$ cat src/knob_button_event_classifier_defines.svh
// Assertion macros shared by the knob and button event classifier.
`ifndef KNOB_BUTTON_EVENT_CLASSIFIER_DEFINES_SVH
`define KNOB_BUTTON_EVENT_CLASSIFIER_DEFINES_SVH

// Same-cycle implication, checked outside reset.
`define KBEC_ASSERT_SAME(lbl, clk, rst_n, ante, cons, msg) \
	lbl: assert property (@(posedge clk) disable iff (!rst_n) (ante) |-> (cons)) \
		else $error(msg);

// Next-cycle implication, checked outside reset.
`define KBEC_ASSERT_NEXT(lbl, clk, rst_n, ante, cons, msg) \
	lbl: assert property (@(posedge clk) disable iff (!rst_n) (ante) |=> (cons)) \
		else $error(msg);

`endif

$ cat src/kbec_pkg.sv
// Types and constants of the knob and button event classifier.
`default_nettype none

package kbec_pkg;

	localparam int unsigned TIME_W = 32;
	localparam int unsigned CFG_W  = 16;
	localparam int unsigned DIR_W  = 2;
	localparam int unsigned IDX_W  = 2;

	// Configuration register indexes
	localparam logic [IDX_W-1:0] REG_ENABLE          = 2'd0;
	localparam logic [IDX_W-1:0] REG_ROTARY_INTERVAL = 2'd1;
	localparam logic [IDX_W-1:0] REG_DEBOUNCE        = 2'd2;
	localparam logic [IDX_W-1:0] REG_LONG_PRESS      = 2'd3;

	// Decoder report codes
	localparam logic [DIR_W-1:0] DIR_CW  = 2'd1;
	localparam logic [DIR_W-1:0] DIR_CCW = 2'd2;

	typedef enum logic [2:0] {
		EV_NONE  = 3'd0,
		EV_RIGHT = 3'd1,
		EV_LEFT  = 3'd2,
		EV_SHORT = 3'd3,
		EV_LONG  = 3'd4
	} event_code_t;

	typedef struct packed {
		logic              enable;
		logic [CFG_W-1:0]  rotary_interval_ms;
		logic [CFG_W-1:0]  debounce_ms;
		logic [CFG_W-1:0]  long_press_ms;
	} cfg_t;

	typedef struct packed {
		logic              button_level;
		logic [DIR_W-1:0]  rotary_dir;
		logic [TIME_W-1:0] now_ms;
	} poll_t;

	typedef struct packed {
		event_code_t event_code;
		logic        event_found;
	} result_t;

endpackage

`default_nettype wire

$ cat src/kbec_cfg.sv
// Configuration register file of the knob and button event classifier.
`default_nettype none

module kbec_cfg (
	input  wire logic                           clk,
	input  wire logic                           arst_n,
	input  wire logic                           cfg_wen,
	input  wire logic [kbec_pkg::IDX_W-1:0]     cfg_index,
	input  wire logic [kbec_pkg::CFG_W-1:0]     cfg_wdata,
	output kbec_pkg::cfg_t                      cfg
);

	kbec_pkg::cfg_t cfg_q;

	// Write the addressed register
	always_ff @(posedge clk or negedge arst_n) begin
		if (!arst_n) begin
			cfg_q.enable             <= 1'b0;
			cfg_q.rotary_interval_ms <= 16'd1;
			cfg_q.debounce_ms        <= 16'd20;
			cfg_q.long_press_ms      <= 16'd1000;
		end else if (cfg_wen) begin
			unique case (cfg_index)
				kbec_pkg::REG_ENABLE:          cfg_q.enable             <= cfg_wdata[0];
				kbec_pkg::REG_ROTARY_INTERVAL: cfg_q.rotary_interval_ms <= cfg_wdata;
				kbec_pkg::REG_DEBOUNCE:        cfg_q.debounce_ms        <= cfg_wdata;
				kbec_pkg::REG_LONG_PRESS:      cfg_q.long_press_ms      <= cfg_wdata;
			endcase
		end
	end

	assign cfg = cfg_q;

endmodule

`default_nettype wire

$ cat src/kbec_core.sv
// Event classification: rotary rate limit, button debounce and press timing.
`default_nettype none

module kbec_core (
	input  wire logic      clk,
	input  wire logic      arst_n,
	input  wire logic      step,
	input  wire kbec_pkg::cfg_t cfg,
	input  wire kbec_pkg::poll_t poll,
	output kbec_pkg::result_t result,
	output logic           first_event_pending
);

	logic [kbec_pkg::TIME_W-1:0] last_rot_q;
	logic [kbec_pkg::TIME_W-1:0] deb_start_q;
	logic [kbec_pkg::TIME_W-1:0] press_start_q;
	logic                        stable_level_q;
	logic                        deb_active_q;
	logic                        first_pending_q;

	logic [kbec_pkg::TIME_W-1:0] rot_diff;
	logic [kbec_pkg::TIME_W-1:0] deb_diff;
	logic [kbec_pkg::TIME_W-1:0] held_diff;
	logic                        rot_due;
	logic                        rot_found;
	logic                        deb_done;
	logic                        btn_eval;
	logic                        is_press;
	logic                        is_release;
	logic                        deb_start;
	logic                        raw_found;
	logic                        swallow;
	kbec_pkg::event_code_t       raw_code;

	// Elapsed times, modulo 2^32
	always_comb begin
		rot_diff  = poll.now_ms - last_rot_q;
		deb_diff  = poll.now_ms - deb_start_q;
		held_diff = poll.now_ms - press_start_q;
	end

	// Classify the poll
	always_comb begin
		rot_due   = rot_diff > {16'd0, cfg.rotary_interval_ms};
		rot_found = rot_due && (poll.rotary_dir == kbec_pkg::DIR_CW ||
		                        poll.rotary_dir == kbec_pkg::DIR_CCW);
		deb_start = !rot_found && !deb_active_q && (poll.button_level != stable_level_q);
		deb_done  = deb_diff > {16'd0, cfg.debounce_ms};
		btn_eval  = !rot_found && deb_active_q && deb_done;
		is_press  = btn_eval && stable_level_q && !poll.button_level;
		is_release = btn_eval && !stable_level_q && poll.button_level;
		raw_found = rot_found || is_release;

		priority if (rot_found && poll.rotary_dir == kbec_pkg::DIR_CW) begin
			raw_code = kbec_pkg::EV_RIGHT;
		end else if (rot_found) begin
			raw_code = kbec_pkg::EV_LEFT;
		end else if (held_diff > {16'd0, cfg.long_press_ms}) begin
			raw_code = kbec_pkg::EV_LONG;
		end else begin
			raw_code = kbec_pkg::EV_SHORT;
		end

		swallow = raw_found && first_pending_q;

		result.event_found = cfg.enable && raw_found && !swallow;
		result.event_code  = result.event_found ? raw_code : kbec_pkg::EV_NONE;
	end

	// Update state once per transfer while enabled
	always_ff @(posedge clk or negedge arst_n) begin
		if (!arst_n) begin
			last_rot_q      <= '0;
			deb_start_q     <= '0;
			press_start_q   <= '0;
			stable_level_q  <= 1'b0;
			deb_active_q    <= 1'b0;
			first_pending_q <= 1'b1;
		end else if (step && cfg.enable) begin
			if (rot_due) begin
				last_rot_q <= poll.now_ms;
			end
			if (deb_start) begin
				deb_active_q <= 1'b1;
				deb_start_q  <= poll.now_ms;
			end
			if (btn_eval) begin
				deb_active_q   <= 1'b0;
				stable_level_q <= poll.button_level;
			end
			if (is_press) begin
				press_start_q <= poll.now_ms;
			end
			if (swallow) begin
				first_pending_q <= 1'b0;
			end
		end
	end

	assign first_event_pending = first_pending_q;

endmodule

`default_nettype wire

$ cat src/knob_button_event_classifier.sv
// Knob and button event classifier: one poll in, one event result out per
// transfer. A poll is registered, classified by a single pass of compare logic
// that also updates the debounce and timing state, and the result is held in an
// output register. One poll is taken every clock cycle, and the only thing that
// slows the block is backpressure on the result side. Configuration is written
// through a plain write port; the user must write it only while the block is
// idle, as the block does not enforce this. With enable low every poll returns
// "no event" and leaves the state untouched.
`default_nettype none
`include "knob_button_event_classifier_defines.svh"

module knob_button_event_classifier (
	input  wire logic                       clk,
	input  wire logic                       arst_n,
	// Poll stream
	input  wire logic                       s_tvalid,
	output logic                            s_tready,
	input  wire logic [39:0]                s_tdata,  // now_ms[31:0], rotary_dir[33:32], button_level[34], zero pad
	// Result stream
	output logic                            m_tvalid,
	input  wire logic                       m_tready,
	output logic [7:0]                      m_tdata,  // event_found[0], event_code[3:1], zero pad
	// Configuration
	input  wire logic                       cfg_wen,
	input  wire logic [kbec_pkg::IDX_W-1:0] cfg_index,
	input  wire logic [kbec_pkg::CFG_W-1:0] cfg_wdata
);

	kbec_pkg::cfg_t    cfg;
	kbec_pkg::poll_t   poll_s1;
	logic              valid_s1;
	kbec_pkg::result_t result;
	kbec_pkg::result_t result_q;
	logic              out_valid_q;
	logic              advance;
	logic              first_event_pending;

	kbec_cfg u_cfg (
		.clk       (clk),
		.arst_n    (arst_n),
		.cfg_wen   (cfg_wen),
		.cfg_index (cfg_index),
		.cfg_wdata (cfg_wdata),
		.cfg       (cfg)
	);

	// Move a poll into the result register when the result slot frees up
	assign advance  = valid_s1 && (!out_valid_q || m_tready);
	assign s_tready = !valid_s1 || advance;

	// Input register
	always_ff @(posedge clk or negedge arst_n) begin
		if (!arst_n) begin
			valid_s1 <= 1'b0;
		end else if (s_tready) begin
			valid_s1 <= s_tvalid;
		end
	end

	always_ff @(posedge clk) begin
		if (s_tvalid && s_tready) begin
			poll_s1 <= s_tdata[34:0];
		end
	end

	kbec_core u_core (
		.clk                 (clk),
		.arst_n              (arst_n),
		.step                (advance),
		.cfg                 (cfg),
		.poll                (poll_s1),
		.result              (result),
		.first_event_pending (first_event_pending)
	);

	// Result register
	always_ff @(posedge clk or negedge arst_n) begin
		if (!arst_n) begin
			out_valid_q <= 1'b0;
		end else if (advance) begin
			out_valid_q <= 1'b1;
		end else if (m_tready) begin
			out_valid_q <= 1'b0;
		end
	end

	always_ff @(posedge clk) begin
		if (advance) begin
			result_q <= result;
		end
	end

	assign m_tvalid = out_valid_q;
	assign m_tdata  = {4'd0, result_q};

	// Checks
	`KBEC_ASSERT_SAME(a_none_code, clk, arst_n, m_tvalid && !m_tdata[0],
		m_tdata[3:1] == kbec_pkg::EV_NONE, "event code set without an event")
	`KBEC_ASSERT_SAME(a_first_swallowed, clk, arst_n, m_tvalid && m_tdata[0],
		!first_event_pending, "event delivered before the first one was dropped")
	`KBEC_ASSERT_NEXT(a_disabled_quiet, clk, arst_n, advance && !cfg.enable,
		m_tvalid && m_tdata[3:0] == 4'd0, "event produced while disabled")
	`KBEC_ASSERT_NEXT(a_poll_held, clk, arst_n, valid_s1 && !advance,
		valid_s1 && $stable(poll_s1), "registered poll lost while stalled")

endmodule

`default_nettype wire
$ cat config.mk
export PLATFORM = sky130hd
export DESIGN_NAME = knob_button_event_classifier
export DESIGN_NICKNAME = d
export VERILOG_FILES = /design/src/kbec_pkg.sv /design/src/kbec_cfg.sv /design/src/kbec_core.sv /design/src/knob_button_event_classifier.sv
export VERILOG_INCLUDE_DIRS = /design/src /design/src/src
export SDC_FILE = /design/constraint.sdc
export NUM_CORES = 1
export LEC_CHECK = 0
export BUFFER_PORTS_ARGS = -buffer_cell sky130_fd_sc_hd__buf_2
export CORE_MARGIN = 10
export CORE_UTILIZATION = 60
export DETAILED_ROUTE_END_ITERATION = 8
export PLACE_DENSITY = 0.78
export SLEW_MARGIN = 10
export SYNTH_ARGS = -nofsm -noshare
export SYNTH_HDL_FRONTEND = slang
export SYNTH_HIERARCHICAL = 1
export SYNTH_SLANG_ARGS = --single-unit
$ cat constraint.sdc
create_clock -name clk -period 7.24 [get_ports clk]
set_input_delay 2.172 -clock clk [delete_from_list [all_inputs] [get_ports clk]]
set_output_delay 2.172 -clock clk [all_outputs]
set_load 0.02 [all_outputs]
==> flow_summary.toml, run 1 <==
[worst_hold_path]
min_from = "u_core/first_event_pending$_DFFE_PN1P_"
hold_end = "u_core/first_event_pending$_DFFE_PN1P_"
hp-class = "flip-flop to flip-flop"
hold_depth = 1

[floorplanning]
core_mm2 = 0.02368
die_y_um = 175.8
design.die.area_mm2 = 0.03090
start_util = 0.6148
io-pin-count = 73
die_w_um = 175.8
fp-row-count = 56

[cells_and_area]
post_route_cells_drive_above_1_share = 0.1883
insertedDiodeCount = 0
fill_cells = 1939
mostFrequentLayoutCells = "163 x inv_1, 142 x ha_1, 140 x dfrtp_1, 111 x a21oi_1, 87 x mux2_4"
area_growth_pct = 7.683
mostFrequentLayoutCell = "inv_1"
design_area_mm2 = 0.01568
ff_latch_area_mm2 = 0.004937
layout.nets = 1735
multiInputGateArea_mm2 = 0.008727

[global_routing]
grt-ovfl-total = 0
antenna_found_initial = 0
grt_pass1_wl_um = 57570
grt_max_degree = 98
grt_pass1_vias = 11220
grt_use_total = 0.2307

[critical_path]
crit_type = "flip-flop to flip-flop"
r2r_cells = 21
ff2ff_setup_slack_ns = 0.63
worstReg2RegEnd = "u_core/press_start_q[8]$_DFFE_PN0P_"
worst_ep_arrival_time_ns = 6.94
cp_cell_sequence = "ha_1, and2_1, a221oi_1, a21oi_1, nand2b_1, a21o_1, a21o_1, a21oi_1, xnor2_1, ha_1, nand4_1, nor2_1, a221o_1, or3_1, a221oi_1, o2111ai_1, nor4b_1, nand4_1, or4b_2, buf_12, mux2_2"
start_kind = "flip-flop"
crit_buf_inv = 1
r2r-start = "poll_s1[3]$_DFFE_PP_"
end_kind = "flip-flop"
cpPeakStageDelay_ns = 0.60
worst-path-max-fanout = 23
crit_required_ns = 7.56
cp_slowest_cell = "or4b_2"
critical_path.top_delay_family = "simple AND/OR/NAND/NOR gates"

[timing]
max_freq_ghz = 0.1512
skew_ns = 0.01410
rsz0062_at_grt = "no"
worstMarginPinSlew_ns = 0.9031
setup-violations-final = 0
finalCriticalPeriod_ns = 6.615
finalHoldViolCount = 0
period_share = 0.9136
slew_headroom = 0.3979
tns_ns = 0
drv_slew = 0

[status]
status = "finished clean"

[detailed_routing]
drc = 0
drt-pass1-iter-count = 5
wl_per_cell_um = 19.18
route.antenna.remaining_nets = 0
drt_iter0_drc = 909
wl_met2_um = 16950
via_per_inst = 6.118
vias = 11370
drt-met1-wl_um = 16730
highest_layer = "met4"
met3WireLength_um = 1636
wirelength_um = 35660

[clock_network]
cts-resized-gates = 0
ctsLongestPathBuffers = 2
cts.sinks = 189
clk_latency_ns = 0.45
root_buffer = "clkbuf_16"
path_clk_slew_ns = 0.08
cts_buffers = 17
postCtsHoldBufs = 0
cts_setup_buffers = 0
cts_tree = "done"
h-tree-depth = 4

[logic_synthesis]
yosysUniqueCellTypes = 83
synth_flop_cell = "dfrtp_1"
syn_area_mm2 = 0.01456
ys.warnings.count = 6
synth_edf_count = 39
netlist_instances = 1481
syn_area_per_cell_um2 = 9.830
ys_seq_area_frac = 0.3391
synthArstFlopShare = 0.7937
synth_seq_cells = 189

[placement]
dp_hpwl_um = 27570
place.port_buffers = 63
gp_congestion = 0.9156
placed_cell_area_mm2 = 0.01506

[run]
maxCapViolations = 0

[pwr]
peakVddDrop_v = 0.0001816
power_density_mw_per_mm2 = 405.9
power_leakage_nw = 7.311
## worst max path at each step
stage | startpoint | end | slack, ns | cells past startpoint
final | poll_s1[3]$_DFFE_PP_ | u_core/press_start_q[8]$_DFFE_PN0P_ | 0.63 | 21
after global routing | poll_s1[4]$_DFFE_PP_ | u_core/press_start_q[22]$_DFFE_PN0P_ | 0.44 | 19
after CTS | poll_s1[3]$_DFFE_PP_ | u_core/press_start_q[8]$_DFFE_PN0P_ | 0.77 | 21
after detailed placement | poll_s1[3]$_DFFE_PP_ | u_core/press_start_q[7]$_DFFE_PN0P_ | 0.86 | 21
after global placement | poll_s1[3]$_DFFE_PP_ | u_core/press_start_q[7]$_DFFE_PN0P_ | 0.93 | 21
after floorplan | poll_s1[6]$_DFFE_PP_ | u_core/press_start_q[10]$_DFFE_PN0P_ | 2.16 | 20
## final cells by class
class                   instances  share of cell area
inverters                     163             0.03903
flip-flops and latches        189              0.3149
clock buffers                  17             0.02713
multi-input cells            1086              0.5567
well taps                     319             0.02546
clock inverters                15             0.01213
repair buffers                 70             0.02466
## cells by family after synthesis
family | Yosys count | share of synthesized area
flip-flops | 189 | 0.3391
buffers and inverters | 209 | 0.06248
XOR/XNOR | 67 | 0.04031
other | 1 | 0.0002576
adder cells (fa/ha/maj) | 145 | 0.1262
multiplexers | 155 | 0.1416
AO/OA/AOI/OAI | 364 | 0.1617
AND/OR/NAND/NOR | 351 | 0.1284
## flip-flops by register name (all words and copies together) (netlist names), 4 cells and up
signal / cells
u_core/press_start_q: 32
u_core/last_rot_q: 32
u_core/deb_start_q: 32
m_tdata: 4
u_cfg/cfg: 49
poll_s1: 35
## layer usage
| layer | global-route usage | vias up |
|---|---|---|
| met2 | 0.3835 | 301 |
| met4 | 0.05087 | 0 |
| li1 | - | 5463 |
| met5 | 0 | - |
| met1 | 0.3145 | 5576 |
| met3 | 0.02831 | 34 |
## power breakdown
part | internal, mW | switching (mW)
clock network | 0.472 | 0.497
logic | 1.71 | 2.08
registers | 1.40 | 0.197
## synth_stat cells (13+ instances only)
| cell type | number | area [µm²] |
|---|---|---|
| a211oi_1 | 19 | 142.6 |
| a21o_1 | 26 | 195.2 |
| a21oi_1 | 111 | 555.5 |
| a31oi_1 | 13 | 81.33 |
| clkbuf_1 | 29 | 108.9 |
| dfrtp_1 | 140 | 3503 |
| edfxtp_1 | 39 | 1171 |
| ha_1 | 142 | 1777 |
| inv_1 | 163 | 611.8 |
| mux2_2 | 60 | 675.7 |
| mux2_4 | 87 | 1306 |
| nand2_1 | 83 | 311.6 |
| nand2b_1 | 19 | 118.9 |
| nand3_1 | 21 | 105.1 |
| nand4_1 | 35 | 219.0 |
| nor2_1 | 75 | 281.5 |
| nor3_1 | 22 | 110.1 |
| o211ai_1 | 18 | 135.1 |
| o21a_1 | 20 | 150.1 |
| o21ai_0 | 75 | 375.4 |
| xnor2_1 | 45 | 394.1 |
| xor2_1 | 22 | 192.7 |
## metrics by stage
| stage | util | hold slack, ns | setup slack, ns | total power [mW] | cells |
|---|---|---|---|---|---|
| after floorplan | - | 0.4372 | 2.164 | 4.525 | 1484 |
| after global placement | 0.6360 | 0.4449 | 0.9274 | 5.213 | 1827 |
| after detailed placement | 0.6360 | 0.4689 | 0.8590 | 5.317 | 1827 |
| after CTS | 0.6620 | 0.4819 | 0.7667 | 6.326 | 1859 |
| after global routing | 0.6620 | 0.4915 | 0.4401 | 6.893 | 1859 |
| final | 0.6620 | 0.4807 | 0.6254 | 6.364 | 1859 |
(Power assumes the default switching activity.)
==> inputs of run 2 (changes only) <==
- CORE_MARGIN: 10 -> 8
- PLACE_DENSITY: 0.78 -> not set
- PLACE_DENSITY_LB_ADDON: not set -> 0.3
==> run 2 against run 1 <==
  * Sequential power barely moved
  * Clock power rose by 6%
  * Critical path depth did not move
  * Total power rose by 0.64%
  * Register-to-register slack improved by 0.17 ns
  * Sequential cell count did not move
  * Die area fell by 4.5%
  * Worst setup slack improved by 0.17 ns
  * Count of clock-buffer cells in the layout rose by 1
  * Critical endpoint unchanged
  * Clock skew rose by 0.0030 ns
  * Global-route usage rose by 1.1 points
  * First-iteration DRC count fell by 15%
==> flow_summary.toml, run 2 (synthesis results as in run 1) <==
[placement]
dp_hpwl_um = 26960
place.port_buffers = 63
gp_congestion = 0.9585

[timing]
skew_ns = 0.01709
drv_slew = 0
finalHoldViolCount = 0
finalCriticalPeriod_ns = 6.442
tns_ns = 0
period_share = 0.8898
rsz0062_at_grt = "no"
hold_slack_ns = 0.4619
worstMarginPinSlew_ns = 0.9700
setup-violations-final = 0
slew_headroom = 0.3494
max_freq_ghz = 0.1552

[global_routing]
grt_max_degree = 101
grt_use_total = 0.2419
grt_pass1_wl_um = 56620
grt-ovfl-total = 0
antenna_found_initial = 0
grt_pass1_vias = 11290

[floorplanning]
die_y_um = 171.8
fp-row-count = 57
start_util = 0.6040
core_mm2 = 0.02411
die_w_um = 171.8
io-pin-count = 73
design.die.area_mm2 = 0.02950

[pwr]
power_leakage_nw = 7.340
switchingPower_mw = 2.738
power_frac_comb = 0.590
pwr-share-seq = 0.249
swShare = 0.4276
power_density_mw_per_mm2 = 407.2
p_int_mw = 3.666
p_clk_frac = 0.161
p_total_mw = 6.405
peakVddDrop_v = 0.0001874

[detailed_routing]
drc = 0
wirelength_um = 34950
via_per_inst = 6.100
drt-pass1-iter-count = 5
wl_per_cell_um = 18.73
drt_iter0_drc = 773
vias = 11380
route.antenna.remaining_nets = 0

[cells_and_area]
mostFrequentLayoutCells = "163 x inv_1, 142 x ha_1, 140 x dfrtp_1, 111 x a21oi_1, 87 x mux2_4"
mostFrequentLayoutCell = "inv_1"
final_util = 0.6525
area_growth_pct = 8.035
post_route_cells_drive_above_1_share = 0.1894
layout.nets = 1737
fill_cells = 1982
insertedDiodeCount = 0
largest_reg_flops = 49

[critical_path]
end_kind = "flip-flop"
worst-path-max-fanout = 32
worst_ep_arrival_time_ns = 6.77
start_kind = "flip-flop"
crit_type = "flip-flop to flip-flop"
crit_required_ns = 7.56

[clock_network]
cts_tree = "done"
h-tree-depth = 4
path_clk_slew_ns = 0.08
ctsLongestPathBuffers = 2
clk_latency_ns = 0.44
cts.sinks = 189
cts-resized-gates = 0
root_buffer = "clkbuf_16"
cts_setup_buffers = 0
postCtsHoldBufs = 0
cts_buffers = 17

[run]
maxCapViolations = 0

[worst_hold_path]
hp-class = "flip-flop to flip-flop"

[status]
status = "finished clean"
==> run 2: changes by cell type in the layout (fill, tap and decap cells not counted), moves of 2 or more <==
| cell | previous run | this run |
|---|---|---|
| buf_4 | 6 | 9 |
| bufinv_16 | 0 | 2 |
| inv_6 | 2 | 4 |
| clkinv_8 | 6 | 4 |
==> run 2: worst paths after layout <==
path / from / endpoint / slack, ns / cells after the start
worst max-delay path: poll_s1[4]$_DFFE_PP_ / u_core/press_start_q[8]$_DFFE_PN0P_ / 0.80 / 21
worst min-delay path: u_core/first_event_pending$_DFFE_PN1P_ / u_core/first_event_pending$_DFFE_PN1P_ / 0.46 / 1
worst max register to register: poll_s1[4]$_DFFE_PP_ / u_core/press_start_q[8]$_DFFE_PN0P_ / 0.80 / 21
worst min register to register: u_core/first_event_pending$_DFFE_PN1P_ / u_core/first_event_pending$_DFFE_PN1P_ / 0.46 / 1
max in group asynchronous: arst_n / u_core/deb_start_q[29]$_DFFE_PN0P_ / 4.17 / 2
min in group asynchronous: arst_n / u_cfg/cfg[22]$_DFFE_PN0P_ / 1.80 / 1
==> run 2: stage by stage <==
stage / cell area [µm²] / std cells / setup WS, ns
after floorplan: 14570 / 1484 / 2.164
after global placement: 15070 / 1834 / 0.9734
after detailed placement: 15070 / 1834 / 0.9232
after CTS: 15730 / 1866 / 0.8783
after global routing: 15730 / 1866 / 0.3273
final: 15730 / 1866 / 0.7977
==> run 2: layer usage <==
layer  share of wire  wire length, µm  vias up  GRT usage
met5               0                0        -          0
met4           0.029             1015        0    0.08321
met3           0.050             1753       64    0.03580
met2            0.46            16090      370     0.3917
met1            0.46            16100     5479     0.3271
li1                -                -     5469          -
==> run 2: cell type report <==
class / count / area, µm² / area share
Clock buffer: 18 / 450.4 / 0.02864
Clock inverter: 14 / 207.7 / 0.01321
Inverter: 163 / 611.8 / 0.03890
Multi-Input combinational cell: 1086 / 8727 / 0.5548
Sequential cell: 189 / 4937 / 0.3139
Tap cell: 324 / 405.4 / 0.02577
Timing Repair Buffer: 72 / 389.1 / 0.02474
==> run 2: worst max-delay path: stages (launching register included) <==
cell	delay, ns
edfxtp_1	0.55
ha_1	0.41
and2_1	0.17
a221oi_1	0.58
a21oi_1	0.12
nand2b_1	0.20
a21o_1	0.19
a21o_1	0.20
a21oi_1	0.16
xnor2_1	0.15
ha_1	0.26
nand4_1	0.17
nor2_1	0.07
a221o_1	0.31
or3_1	0.33
a221oi_1	0.34
o2111ai_1	0.17
nor4b_1	0.42
nand4_1	0.31
or4b_2	0.30
buf_4	0.49
mux2_2	0.40
==> run 2: power by group through the flow <==
stage	logic, mW	registers, mW	clock network [mW]
after CTS	3.73	1.59	1.06
after global routing	4.21	1.64	1.09
after global placement	3.61	1.59	0
final	3.78	1.59	1.03
after detailed placement	3.70	1.61	0
after floorplan	2.98	1.55	0
